`src/hdl/scr_pkg.sv`:
```
// Shared constants for the stepped current regulator: register map, reset values, item codes.
`timescale 1ns / 1ps
`default_nettype none
package scr_pkg;

    localparam int CNT_W   = 16;
    localparam int CUR_W   = 12;
    localparam int FUNC_W  = 2;
    localparam int ADDR_W  = 5;
    localparam int DATA_W  = 32;
    localparam int IN_W    = 16;
    localparam int OUT_W   = 32;

    localparam int DAC_MAX_DEFAULT        = 4095;
    localparam int INITIAL_TARGET_DEFAULT = 500;

    localparam logic [FUNC_W-1:0] FUNC_TICK = 2'd0;
    localparam logic [FUNC_W-1:0] FUNC_UP   = 2'd1;
    localparam logic [FUNC_W-1:0] FUNC_DOWN = 2'd2;

    localparam logic [2:0] REG_COMP_PERIOD = 3'd0;
    localparam logic [2:0] REG_LOCKOUT     = 3'd1;
    localparam logic [2:0] REG_TARGET_STEP = 3'd2;
    localparam logic [2:0] REG_TARGET_MAX  = 3'd3;
    localparam logic [2:0] REG_COARSE_THR  = 3'd4;
    localparam logic [2:0] REG_FINE_THR    = 3'd5;
    localparam logic [2:0] REG_COARSE_STEP = 3'd6;
    localparam logic [2:0] REG_FINE_STEP   = 3'd7;

    localparam logic [CNT_W-1:0] RST_COMP_PERIOD = 16'd100;
    localparam logic [CNT_W-1:0] RST_LOCKOUT     = 16'd200;
    localparam logic [CUR_W-1:0] RST_TARGET_STEP = 12'd100;
    localparam logic [CUR_W-1:0] RST_TARGET_MAX  = 12'd1000;
    localparam logic [CUR_W-1:0] RST_COARSE_THR  = 12'd20;
    localparam logic [CUR_W-1:0] RST_FINE_THR    = 12'd5;
    localparam logic [CUR_W-1:0] RST_COARSE_STEP = 12'd50;
    localparam logic [CUR_W-1:0] RST_FINE_STEP   = 12'd10;

    localparam logic [CNT_W-1:0] CNT_MAX = '1;

endpackage
`default_nettype wire

```
`src/hdl/stepped_current_regulator_unit.sv`:
```
// Stepped current regulator: press lockout, target stepping and DAC compensation.
//
//  channel   dir  handshake                  payload
//  s_axis    in   s_axis_tvalid/tready       tuser: func; tdata: measured_current
//  m_axis    out  m_axis_tvalid/tready       tdata: dac_code, dac_write, target, press
//  apb       in   psel/penable/pwrite/pready register writes and reads
//
//  One beat per cycle sustained while m_axis is ready; results leave via the result register.
//  The input register feeds one pass of update logic into the result register;
//  the state registers load at the same edge, so back-to-back beats see fresh state.
//  Reset is synchronous, active low; it restores register and state defaults.
//  A stalled m_axis holds the result; the input register holds one more beat.
`timescale 1ns / 1ps
`default_nettype none
module stepped_current_regulator_unit #(
    parameter int DAC_MAX        = scr_pkg::DAC_MAX_DEFAULT,
    parameter int INITIAL_TARGET = scr_pkg::INITIAL_TARGET_DEFAULT
) (
    input  wire logic                       i_clk,
    input  wire logic                       i_rst_n,
    input  wire logic                       s_axis_tvalid,
    output logic                            s_axis_tready,
    // [11:0] measured_current, [15:12] zero
    input  wire logic [scr_pkg::IN_W-1:0]   s_axis_tdata,
    // [1:0] func
    input  wire logic [scr_pkg::FUNC_W-1:0] s_axis_tuser,
    output logic                            m_axis_tvalid,
    input  wire logic                       m_axis_tready,
    // [11:0] dac_code, [12] dac_write, [24:13] target_current, [25] press_accepted,
    // [31:26] zero
    output logic [scr_pkg::OUT_W-1:0]       m_axis_tdata,
    input  wire logic                       psel,
    input  wire logic                       penable,
    input  wire logic                       pwrite,
    input  wire logic [scr_pkg::ADDR_W-1:0] paddr,
    input  wire logic [scr_pkg::DATA_W-1:0] pwdata,
    output logic [scr_pkg::DATA_W-1:0]      prdata,
    output logic                            pready
);
    import scr_pkg::*;

    localparam int CODE_W = $clog2(DAC_MAX + 1);
    localparam int EXT_W  = (CODE_W > CUR_W) ? CODE_W : CUR_W;
    localparam int SUM_W  = EXT_W + 1;

    logic [CNT_W-1:0]  r_comp_period;
    logic [CNT_W-1:0]  r_lockout;
    logic [CUR_W-1:0]  r_target_step;
    logic [CUR_W-1:0]  r_target_max;
    logic [CUR_W-1:0]  r_coarse_thr;
    logic [CUR_W-1:0]  r_fine_thr;
    logic [CUR_W-1:0]  r_coarse_step;
    logic [CUR_W-1:0]  r_fine_step;

    logic [CNT_W-1:0]  r_since_press,  n_since_press;
    logic [CNT_W-1:0]  r_since_comp,   n_since_comp;
    logic [CUR_W-1:0]  r_target,       n_target;
    logic [CODE_W-1:0] r_code,         n_code;

    logic              r_in_valid;
    logic [FUNC_W-1:0] r_in_func;
    logic [CUR_W-1:0]  r_in_meas;

    logic              r_out_valid;
    logic [OUT_W-1:0]  r_out_data,     n_out_data;

    logic              adv;
    logic              wr;
    logic              acc;
    logic              cfg_wr;
    logic [2:0]        reg_idx;

    logic [CNT_W-1:0]  sp_inc;
    logic [CNT_W-1:0]  sc_inc;
    logic              raise;
    logic [CUR_W-1:0]  mag;
    logic              coarse;
    logic              fine;
    logic [CUR_W-1:0]  step;
    logic [EXT_W-1:0]  code_ext;
    logic [EXT_W-1:0]  new_ext;
    logic [SUM_W-1:0]  code_sum;
    logic [CUR_W:0]    tgt_sum;
    logic [CODE_W-1:0] moved;

    assign pready  = 1'b1;
    assign reg_idx = paddr[ADDR_W-1:2];
    assign cfg_wr  = psel && penable && pwrite && pready;

    assign adv           = r_in_valid && (!r_out_valid || m_axis_tready);
    assign s_axis_tready = !r_in_valid || adv;
    assign m_axis_tvalid = r_out_valid;
    assign m_axis_tdata  = r_out_data;

    always_comb begin
        unique case (reg_idx)
            REG_COMP_PERIOD: prdata = DATA_W'(r_comp_period);
            REG_LOCKOUT:     prdata = DATA_W'(r_lockout);
            REG_TARGET_STEP: prdata = DATA_W'(r_target_step);
            REG_TARGET_MAX:  prdata = DATA_W'(r_target_max);
            REG_COARSE_THR:  prdata = DATA_W'(r_coarse_thr);
            REG_FINE_THR:    prdata = DATA_W'(r_fine_thr);
            REG_COARSE_STEP: prdata = DATA_W'(r_coarse_step);
            REG_FINE_STEP:   prdata = DATA_W'(r_fine_step);
            default:         prdata = '0;
        endcase
    end

    always_ff @(posedge i_clk) begin
        if (!i_rst_n) begin
            r_comp_period <= RST_COMP_PERIOD;
            r_lockout     <= RST_LOCKOUT;
            r_target_step <= RST_TARGET_STEP;
            r_target_max  <= RST_TARGET_MAX;
            r_coarse_thr  <= RST_COARSE_THR;
            r_fine_thr    <= RST_FINE_THR;
            r_coarse_step <= RST_COARSE_STEP;
            r_fine_step   <= RST_FINE_STEP;
        end else if (cfg_wr) begin
            unique case (reg_idx)
                REG_COMP_PERIOD: r_comp_period <= pwdata[CNT_W-1:0];
                REG_LOCKOUT:     r_lockout     <= pwdata[CNT_W-1:0];
                REG_TARGET_STEP: r_target_step <= pwdata[CUR_W-1:0];
                REG_TARGET_MAX:  r_target_max  <= pwdata[CUR_W-1:0];
                REG_COARSE_THR:  r_coarse_thr  <= pwdata[CUR_W-1:0];
                REG_FINE_THR:    r_fine_thr    <= pwdata[CUR_W-1:0];
                REG_COARSE_STEP: r_coarse_step <= pwdata[CUR_W-1:0];
                REG_FINE_STEP:   r_fine_step   <= pwdata[CUR_W-1:0];
                default:         r_fine_step   <= r_fine_step;
            endcase
        end
    end

    always_comb begin
        sp_inc   = (r_since_press == CNT_MAX) ? CNT_MAX : r_since_press + 1'b1;
        sc_inc   = (r_since_comp == CNT_MAX) ? CNT_MAX : r_since_comp + 1'b1;
        raise    = r_target > r_in_meas;
        mag      = raise ? r_target - r_in_meas : r_in_meas - r_target;
        coarse   = mag > r_coarse_thr;
        fine     = mag > r_fine_thr;
        step     = coarse ? r_coarse_step : r_fine_step;
        code_ext = EXT_W'(r_code);
        code_sum = SUM_W'(code_ext) + SUM_W'(step);
        new_ext  = (code_ext > EXT_W'(step)) ? code_ext - EXT_W'(step) : '0;
        if (raise) begin
            moved = (code_sum > SUM_W'(DAC_MAX)) ? CODE_W'(DAC_MAX) : CODE_W'(code_sum);
        end else begin
            moved = CODE_W'(new_ext);
        end
        tgt_sum = {1'b0, r_target} + {1'b0, r_target_step};

        n_since_press = r_since_press;
        n_since_comp  = r_since_comp;
        n_target      = r_target;
        n_code        = r_code;
        wr            = 1'b0;
        acc           = 1'b0;

        unique case (r_in_func)
            FUNC_TICK: begin
                n_since_press = sp_inc;
                n_since_comp  = sc_inc;
                if (sc_inc >= r_comp_period) begin
                    n_since_comp = '0;
                    if (coarse || fine) begin
                        n_code = moved;
                        wr     = 1'b1;
                    end
                end
            end
            FUNC_UP: begin
                if (r_since_press > r_lockout) begin
                    acc           = 1'b1;
                    n_since_press = '0;
                    n_target      = (tgt_sum > {1'b0, r_target_max})
                                  ? r_target_max : tgt_sum[CUR_W-1:0];
                end
            end
            FUNC_DOWN: begin
                if (r_since_press > r_lockout) begin
                    acc           = 1'b1;
                    n_since_press = '0;
                    n_target      = (r_target > r_target_step)
                                  ? r_target - r_target_step : '0;
                end
            end
            default: begin
                acc = 1'b0;
            end
        endcase

        n_out_data = {6'd0, acc, n_target, wr, CUR_W'(n_code)};
    end

    always_ff @(posedge i_clk) begin
        if (!i_rst_n) begin
            r_in_valid    <= 1'b0;
            r_out_valid   <= 1'b0;
            r_since_press <= '0;
            r_since_comp  <= '0;
            r_target      <= CUR_W'(INITIAL_TARGET);
            r_code        <= '0;
        end else begin
            if (s_axis_tready) begin
                r_in_valid <= s_axis_tvalid;
            end
            if (adv) begin
                r_out_valid   <= 1'b1;
                r_since_press <= n_since_press;
                r_since_comp  <= n_since_comp;
                r_target      <= n_target;
                r_code        <= n_code;
            end else if (m_axis_tready) begin
                r_out_valid <= 1'b0;
            end
        end
    end

    always_ff @(posedge i_clk) begin
        if (s_axis_tready && s_axis_tvalid) begin
            r_in_func <= s_axis_tuser;
            r_in_meas <= s_axis_tdata[CUR_W-1:0];
        end
        if (adv) begin
            r_out_data <= n_out_data;
        end
    end

    a_flags_exclusive: assert property (@(posedge i_clk) disable iff (!i_rst_n)
        r_out_valid |-> !(r_out_data[CUR_W] && r_out_data[2*CUR_W+1]))
        else $error("dac_write and press_accepted set in one result");

    a_press_clears: assert property (@(posedge i_clk) disable iff (!i_rst_n)
        (adv && acc) |=> (r_since_press == '0))
        else $error("accepted press did not clear the press counter");

    a_code_limit: assert property (@(posedge i_clk) disable iff (!i_rst_n)
        SUM_W'(r_code) <= SUM_W'(DAC_MAX))
        else $error("drive code above limit");

    a_in_hold: assert property (@(posedge i_clk) disable iff (!i_rst_n)
        (r_in_valid && !adv) |=> (r_in_valid && $stable(r_in_func) && $stable(r_in_meas)))
        else $error("stalled input beat lost");

    a_out_matches_state: assert property (@(posedge i_clk) disable iff (!i_rst_n)
        adv |=> (r_out_data[2*CUR_W:CUR_W+1] == r_target))
        else $error("result target differs from state");

endmodule
`default_nettype wire

```
`config.mk`:
```
export PLATFORM = sky130hd
export DESIGN_NAME = stepped_current_regulator_unit
export DESIGN_NICKNAME = d
export VERILOG_FILES = /design/src/hdl/scr_pkg.sv /design/src/hdl/stepped_current_regulator_unit.sv
export SDC_FILE = /design/constraint.sdc
export NUM_CORES = 1
export LEC_CHECK = 0
export ABC_CLOCK_PERIOD_IN_PS = 8300
export BUFFER_PORTS_ARGS = -buffer_cell sky130_fd_sc_hd__buf_2
export CORE_MARGIN = 3
export CORE_UTILIZATION = 40
export CTS_CLUSTER_SIZE = 10
export DETAILED_ROUTE_END_ITERATION = 6
export PLACE_DENSITY = 0.61
export SYNTH_ARGS = -nofsm -noshare
export SYNTH_HDL_FRONTEND = slang
export SYNTH_SLANG_ARGS = --single-unit
```
`constraint.sdc`:
```
create_clock -name i_clk -period 8.3 [get_ports i_clk]
set_clock_uncertainty 0.05 [all_clocks]
set_input_delay 1.66 -clock i_clk [delete_from_list [all_inputs] [get_ports i_clk]]
set_output_delay 1.66 -clock i_clk [all_outputs]
set_load 0.02 [all_outputs]
```
==> results of run 1 <==
-- critical path, delay by kind of cell, from the launching register on --
family | cells | cell delay, ns
compound gates | 13 | 3.04
xor+xnor | 1 | 0.15
fa+ha+maj | 3 | 1.25
buf+inv | 3 | 0.47
flops | 1 | 0.52
mux | 2 | 0.67
simple gates | 5 | 1.18
-- cells in the mapped netlist (all sizes together) (7+ instances only) --
cell     count  area [sq um]
a221oi      12           111
o21a        24           180
mux2        25           289
nor3        36           180
a31oi       33           213
a211oi      23           183
o21bai      11          82.6
o211ai      29           218
nor2       116           438
dfxtp      162          3240
buf         46           308
o21ai       90           458
edfxtp      40          1200
xor2        17           149
nor4        11          68.8
xnor2       17           149
mux2i       31           310
o31ai       10          75.1
inv        160           601
nor2b       21           131
and3         8          50.1
or3          7          43.8
o22ai        9          56.3
nand4       20           131
a21o        35           263
ha         144          1800
a2111oi      7          98.9
nand2      254           956
and2         9          58.8
a21oi      203          1020
or2          9          56.3
clkbuf      78           308
nand3       52           260
nand2b      12          75.1
-- power by group --
group	switching, mW	internal (mW)	leakage, nW
Sequential	0.0125	1.02	1.69
Combinational	0.271	0.149	4.62
Clock	0.437	0.570	0.351
-- registers in the layout (all words and copies together), names as in the netlist --
register       flops
code_ext          12
m_axis_tdata      26
m_axis_tvalid      1
r_coarse_step     12
r_coarse_thr      12
r_comp_period     16
r_fine_step       12
r_fine_thr        12
r_in_func          2
r_in_meas         12
r_in_valid         1
r_lockout         16
r_since_comp      16
r_since_press     16
r_target          12
r_target_max      12
r_target_step     12
-- through the flow --
stage / instances / power [mW] / util, % / area (sq um)
after global placement: 2327 / 1.46 / 42.9 / 15400
after CTS: 2366 / 2.48 / 44.9 / 16200
after detailed placement: 2327 / 1.46 / 42.9 / 15400
after floorplan: 1882 / 1.35 / - / 14800
final: 2366 / 2.46 / 44.9 / 16200
after global routing: 2366 / 2.56 / 44.9 / 16200
-- area by class of cell --
type / instances / area share, %
inverter: 163 / 3.79
tap: 461 / 3.57
clock buffer: 36 / 4.25
clock inverter: 3 / 0.186
multi-input combinational: 1393 / 56.9
sequential: 202 / 27.5
timing repair buffer: 108 / 3.81
-- cells by family after synthesis --
logic type	synth area share, %
compound gates	24.4
fa+ha+maj	13.0
simple gates	17.5
flops	30.1
other cells	0.0509
mux	4.67
buf+inv	8.31
xor+xnor	2.02
-- routing by layer --
| layer | track usage, % | vias to the layer above | share of wire [%] |
|---|---|---|---|
| li1 | - | 6598 | - |
| met1 | 34.4 | 6460 | 46 |
| met2 | 36.5 | 504 | 44 |
| met3 | 3.57 | 70 | 7.5 |
| met4 | 5.90 | 0 | 2.7 |
| met5 | 0 | - | 0 |
-- worst min-delay path by stage --
stage	endpoint	slack [ns]	cells after the start
2_1_floorplan	r_comp_period[4]	0.39	2
3_3_place_gp	r_comp_period[9]	0.39	2
3_5_place_dp	r_comp_period[9]	0.40	2
4_1_cts	r_comp_period[9]	0.41	2
5_1_grt	r_lockout[5]	0.43	2
6_report	r_lockout[5]	0.40	2
==> results.md, run 1 <==
- Status: complete, no violations
- CP arrival: 7.85 ns
- H-tree Lvls: 1
- Worst-path clk slew: 0.06 ns
- Footprint of the multi-input gates: 9190 sq um
- Max VDD drop: between 0.1 and 0.15 mV
- Leak: around 6.7 nW
- CP dominant cell by count: ha_1
- PD cells: 152 nW/um^2
- Initial antenna violation count: 0
- Max Clk Rate: 132 MHz
- Critical Path Source Type: register
- Starting Density: 41.0%
- Critical Path End: m_axis_tdata[9]
- CP endpoint kind: register
- CTS Buf Count: 25
- Crit Path Max Fanout: 14
- Final TNS setup: 0 ns
- ANT cells: 0
- Die Height: 198 um
- Fillers: 3612
- Max incr delay on CP: 0.54 ns
- Die area: 39300 sq um
- Crit. Startpoint: r_target[6]
- Unrepaired setup endpoints after global routing: no
- Post-synth cell types: 88
- Post-synth ARST share: 0%
- Largest net degree at the start of global routing: 67
- DRT antenna net count: 0
- HP Class: register to register
- CTS tree: built
- # resized after CTS: 0
- Number of setup buffers added after CTS: 0
- Period utilization: 91.6%
- Worst path slowest cell: a2111oi_2
- Hold-fix buffers, CTS: 0
- Hold WS: between 0.4 and 0.5 ns
- Pins Over Slew Limit: 0
- Max-cap violations: 0
- Post-Syn Area per Cell: 7.93 sq um
- Post-synth EDFFs: 40
- Clock buffer depth: 3
- Row cnt: 69
- Minimum clock period: 7.60 ns
- IO Pins: 129
- Hold_sp: r_lockout[5]
- Layout area overhead: 9.43%
- Total core area: ~36000 sq um
- WL/cell: between 15 and 20 um
- Worst skew pair latency: 0.56 ns
- Slew HR: around 14%
- 1st-iter DRT viols: 1375
- Register area share after synthesis: between 30% and 40%
- Crit Reg-Reg Startpoint: r_target[6]
- Post-Route WL: 47.1 mm
- Most common cell after layout, fill and taps aside: nand2_1
- Share of cells above drive strength 1: 10.6%
- Via count: 13600
- Number of synthesized register bits: roughly 200
- Reg2reg setup slack: 0.70 ns
- Post-Syn Area: between 10000 and 15000 sq um
- Post-route setup slack: roughly 0.70 ns
- Worst-Margin Slew: 1.28 ns
- Die width: around 200 um
- IO buf count: 83
- Dpl hpwl: 34.6 mm
- Flip-flop and latch area: 4440 sq um
- CTS Sinks: 202
- Worst path required time: 8.55 ns
- DRC: 0
- Routability congestion estimate: a little over 0.9
- R2R depth: 27
- Kind of critical path: register to register
- DR pass1 iterations: 6
- Average vias per placed instance: 5.76
- Mapped Cells: 1861
- Main synth FF type: dfxtp_1
- Synth warn: 0
- Total track usage: a little under a quarter
- Most frequent cells in the layout: nand2_1, a21oi_1, dfxtp_1, inv_1, ha_1
- Root Buffer: clkbuf_16
- GRT overflow: 0
- Finish-stage setup viols: 0
- Nets@finish: 2105
- Pre-CTS setup slack: 0.770 ns
- Worst R2R End: m_axis_tdata[9]
- Final Hold Viols: 0
- Vias in the first global route: 12700
- First-pass GRT wire length: 73.4 mm
No activity file was read; power rests on OpenSTA's default activity.
==> inputs of run 2 (changes only) <==
--- a/config.mk
+++ b/config.mk
@@ -11,6 +11,7 @@
 export CORE_UTILIZATION = 40
 export CTS_CLUSTER_SIZE = 10
 export DETAILED_ROUTE_END_ITERATION = 6
+export GPL_TIMING_DRIVEN = 0
 export PLACE_DENSITY = 0.61
 export SYNTH_ARGS = -nofsm -noshare
 export SYNTH_HDL_FRONTEND = slang
==> results.md, run 2 (synthesis results as in run 1) <==
- Status: complete, no violations
- Starting Density: 41.0% (unchanged)
- Worst-path clk slew: 0.06 ns (about the same)
- Max Clk Rate: 127 MHz (-3.8%)
- Crit. Startpoint: r_target[5]
- DRC: 0 (unchanged)
- Finish-stage setup viols: 0 (unchanged)
- Clock buffer depth: 3 (unchanged)
- Root Buffer: clkbuf_16
- IO Pins: 129 (unchanged)
- Period utilization: 95.1% (+3.6 points)
- Worst path required time: 8.68 ns (+0.13 ns)
- Final Core Density: 46.0% (+1.1 points)
- Post-route setup slack: 0.403 ns (-0.298 ns)
- Crit Path Max Fanout: 10 (-4)
- CTS Sinks: 202 (unchanged)
- Layout area overhead: 12.2%
- Initial antenna violation count: 0 (unchanged)
- Via count: 14200 (+4.3%)
- Number of setup buffers added after CTS: 0 (unchanged)
- Most common cell after layout, fill and taps aside: nand2_1
- Final Hold Viols: 0 (unchanged)
- Post-Route WL: 50.4 mm (+7.0%)
- Slew HR: 19.0% (+4.8 points)
- Max incr delay on CP: 0.54 ns (about the same)
- CTS Buf Count: 26 (+4.0%)
- DR pass1 iterations: 5 (-1)
- Worst skew pair latency: 0.57 ns (about the same)
- Flip-flop and latch area: 4450 sq um (about the same)
- Total core area: 36000 sq um (unchanged)
- Kind of critical path: register to register
- Fillers: 3539 (-2.0%)
- CP endpoint kind: register
- H-tree Lvls: 1 (unchanged)
- Leak: 6.85 nW (+2.8%)
- ANT cells: 0 (unchanged)
- Crit Reg-Reg Startpoint: r_target[5]
- DRT antenna net count: 0 (unchanged)
- Share of cells above drive strength 1: 11.0% (+0.43 points)
- Placed cell area: 15800 sq um (+2.1%)
- PD cells: 152 nW/um^2 (+0.20%)
- Hold_sp: r_fine_thr[3]
- Critical Path Source Type: register
- Minimum clock period: 7.90 ns (+0.298 ns)
- Die width: 198 um (unchanged)
- Worst-Margin Slew: 1.21 ns (-0.0769 ns)
- Unrepaired setup endpoints after global routing: no
- Inst Count DP: 2413 (+3.7%)
- Footprint of the multi-input gates: 9190 sq um (about the same)
- Nets@finish: 2192 (+4.1%)
- Final std cells w/o fill: 2455 (+3.8%)
- Max-cap violations: 0 (unchanged)
- CP dominant cell by count: ha_1
- Average vias per placed instance: 5.79 (+0.49%)
- First-pass GRT wire length: 76.3 mm (+4.0%)
- CP arrival: 8.27 ns (+0.42 ns)
- Largest net degree at the start of global routing: 34 (-49%)
- GRT Max-Usage Layer: met2
- Most frequent cells in the layout: nand2_1, a21oi_1, dfxtp_1, inv_1, ha_1
- CTS tree: built
- Routability congestion estimate: 0.986 (+7.8%)
- Met2 Resource Use GR: 38.2% (+1.8 points)
- Global routing usage on met1: 36.0% (+1.6 points)
- Total track usage: 25.0% (+1.5 points)
- Pre-CTS setup slack: 0.124 ns (-0.646 ns)
- Number of flip-flops under the largest register name: 26 (unchanged)
- Max VDD drop: 0.128 mV (-9.5%)
- WL/cell: 20.5 um (+3.1%)
- Row cnt: 69 (unchanged)
- Fin area: 16600 sq um (+2.5%)
- HP Class: register to register
- Dpl hpwl: 38.8 mm (+12%)
- GRT overflow: 0 (unchanged)
- Worst path slowest cell: dfxtp_1
- 1st-iter DRT viols: 1257 (-8.6%)
- Final TNS setup: 0 ns (unchanged)
- Vias in the first global route: 13100 (+2.9%)
- Grt met3 use: 3.71% (+0.14 points)
- IO buf count: 70 (-16%)
- Die area: 39300 sq um (unchanged)
- Die Height: 198 um (unchanged)
- Pins Over Slew Limit: 0 (unchanged)
## run 2: what timing repair did
action                     CTS  global route
resized for setup            0             8
setup endpoints to repair    0            23
hold buffers                 0             0
## run 2: per-layer routing
metal  part of all wire (%)  vias up
li1                       -     6803
met1                     46     6741
met2                     43      562
met3                    7.0      108
met4                    3.8        0
met5                      0        -
## run 2: cell type report
class,count,share of cell area (%)
buffer,124,3.74
clock buffer,37,4.31
clock inverter,5,0.325
inverter,163,3.69
multi-input combinational,1393,55.5
sequential,202,26.8
tap,461,3.48
timing repair buffer,70,2.11
## run 2: critical path: cells and delay by family, from the launching register on
| family | cells | cell delay, ns |
|---|---|---|
| muxes | 2 | 0.64 |
| AOI/OAI and AO/OA | 13 | 2.87 |
| xor gates and xnor gates | 1 | 0.19 |
| DFF | 1 | 0.54 |
| and+or+nand+nor | 5 | 1.02 |
| buffers and inverters | 6 | 1.21 |
| adders and majority gates | 4 | 1.24 |
## run 2: final timing paths
| check | slack, ns | cells past startpoint | to |
|---|---|---|---|
| max | 0.40 | 31 | m_axis_tdata[9] |
| min | 0.41 | 2 | r_fine_thr[3] |
| max reg2reg | 0.40 | 31 | m_axis_tdata[9] |
| min reg2reg | 0.41 | 2 | r_fine_thr[3] |
## run 2: stage by stage
stage	hold slack (ns)	total power [mW]
2_1_floorplan	0.386	1.35
3_3_place_gp	0.393	1.48
3_5_place_dp	0.400	1.48
4_1_cts	0.407	2.53
5_1_grt	0.424	2.62
6_report	0.411	2.52
## run 2: power breakdown
| part | switching (mW) | internal, mW | leakage (nW) | total, mW |
|---|---|---|---|---|
| Clock | 0.457 | 0.596 | 0.368 | 1.05 |
| Sequential | 0.0141 | 1.02 | 1.69 | 1.03 |
| Combinational | 0.282 | 0.158 | 4.79 | 0.440 |
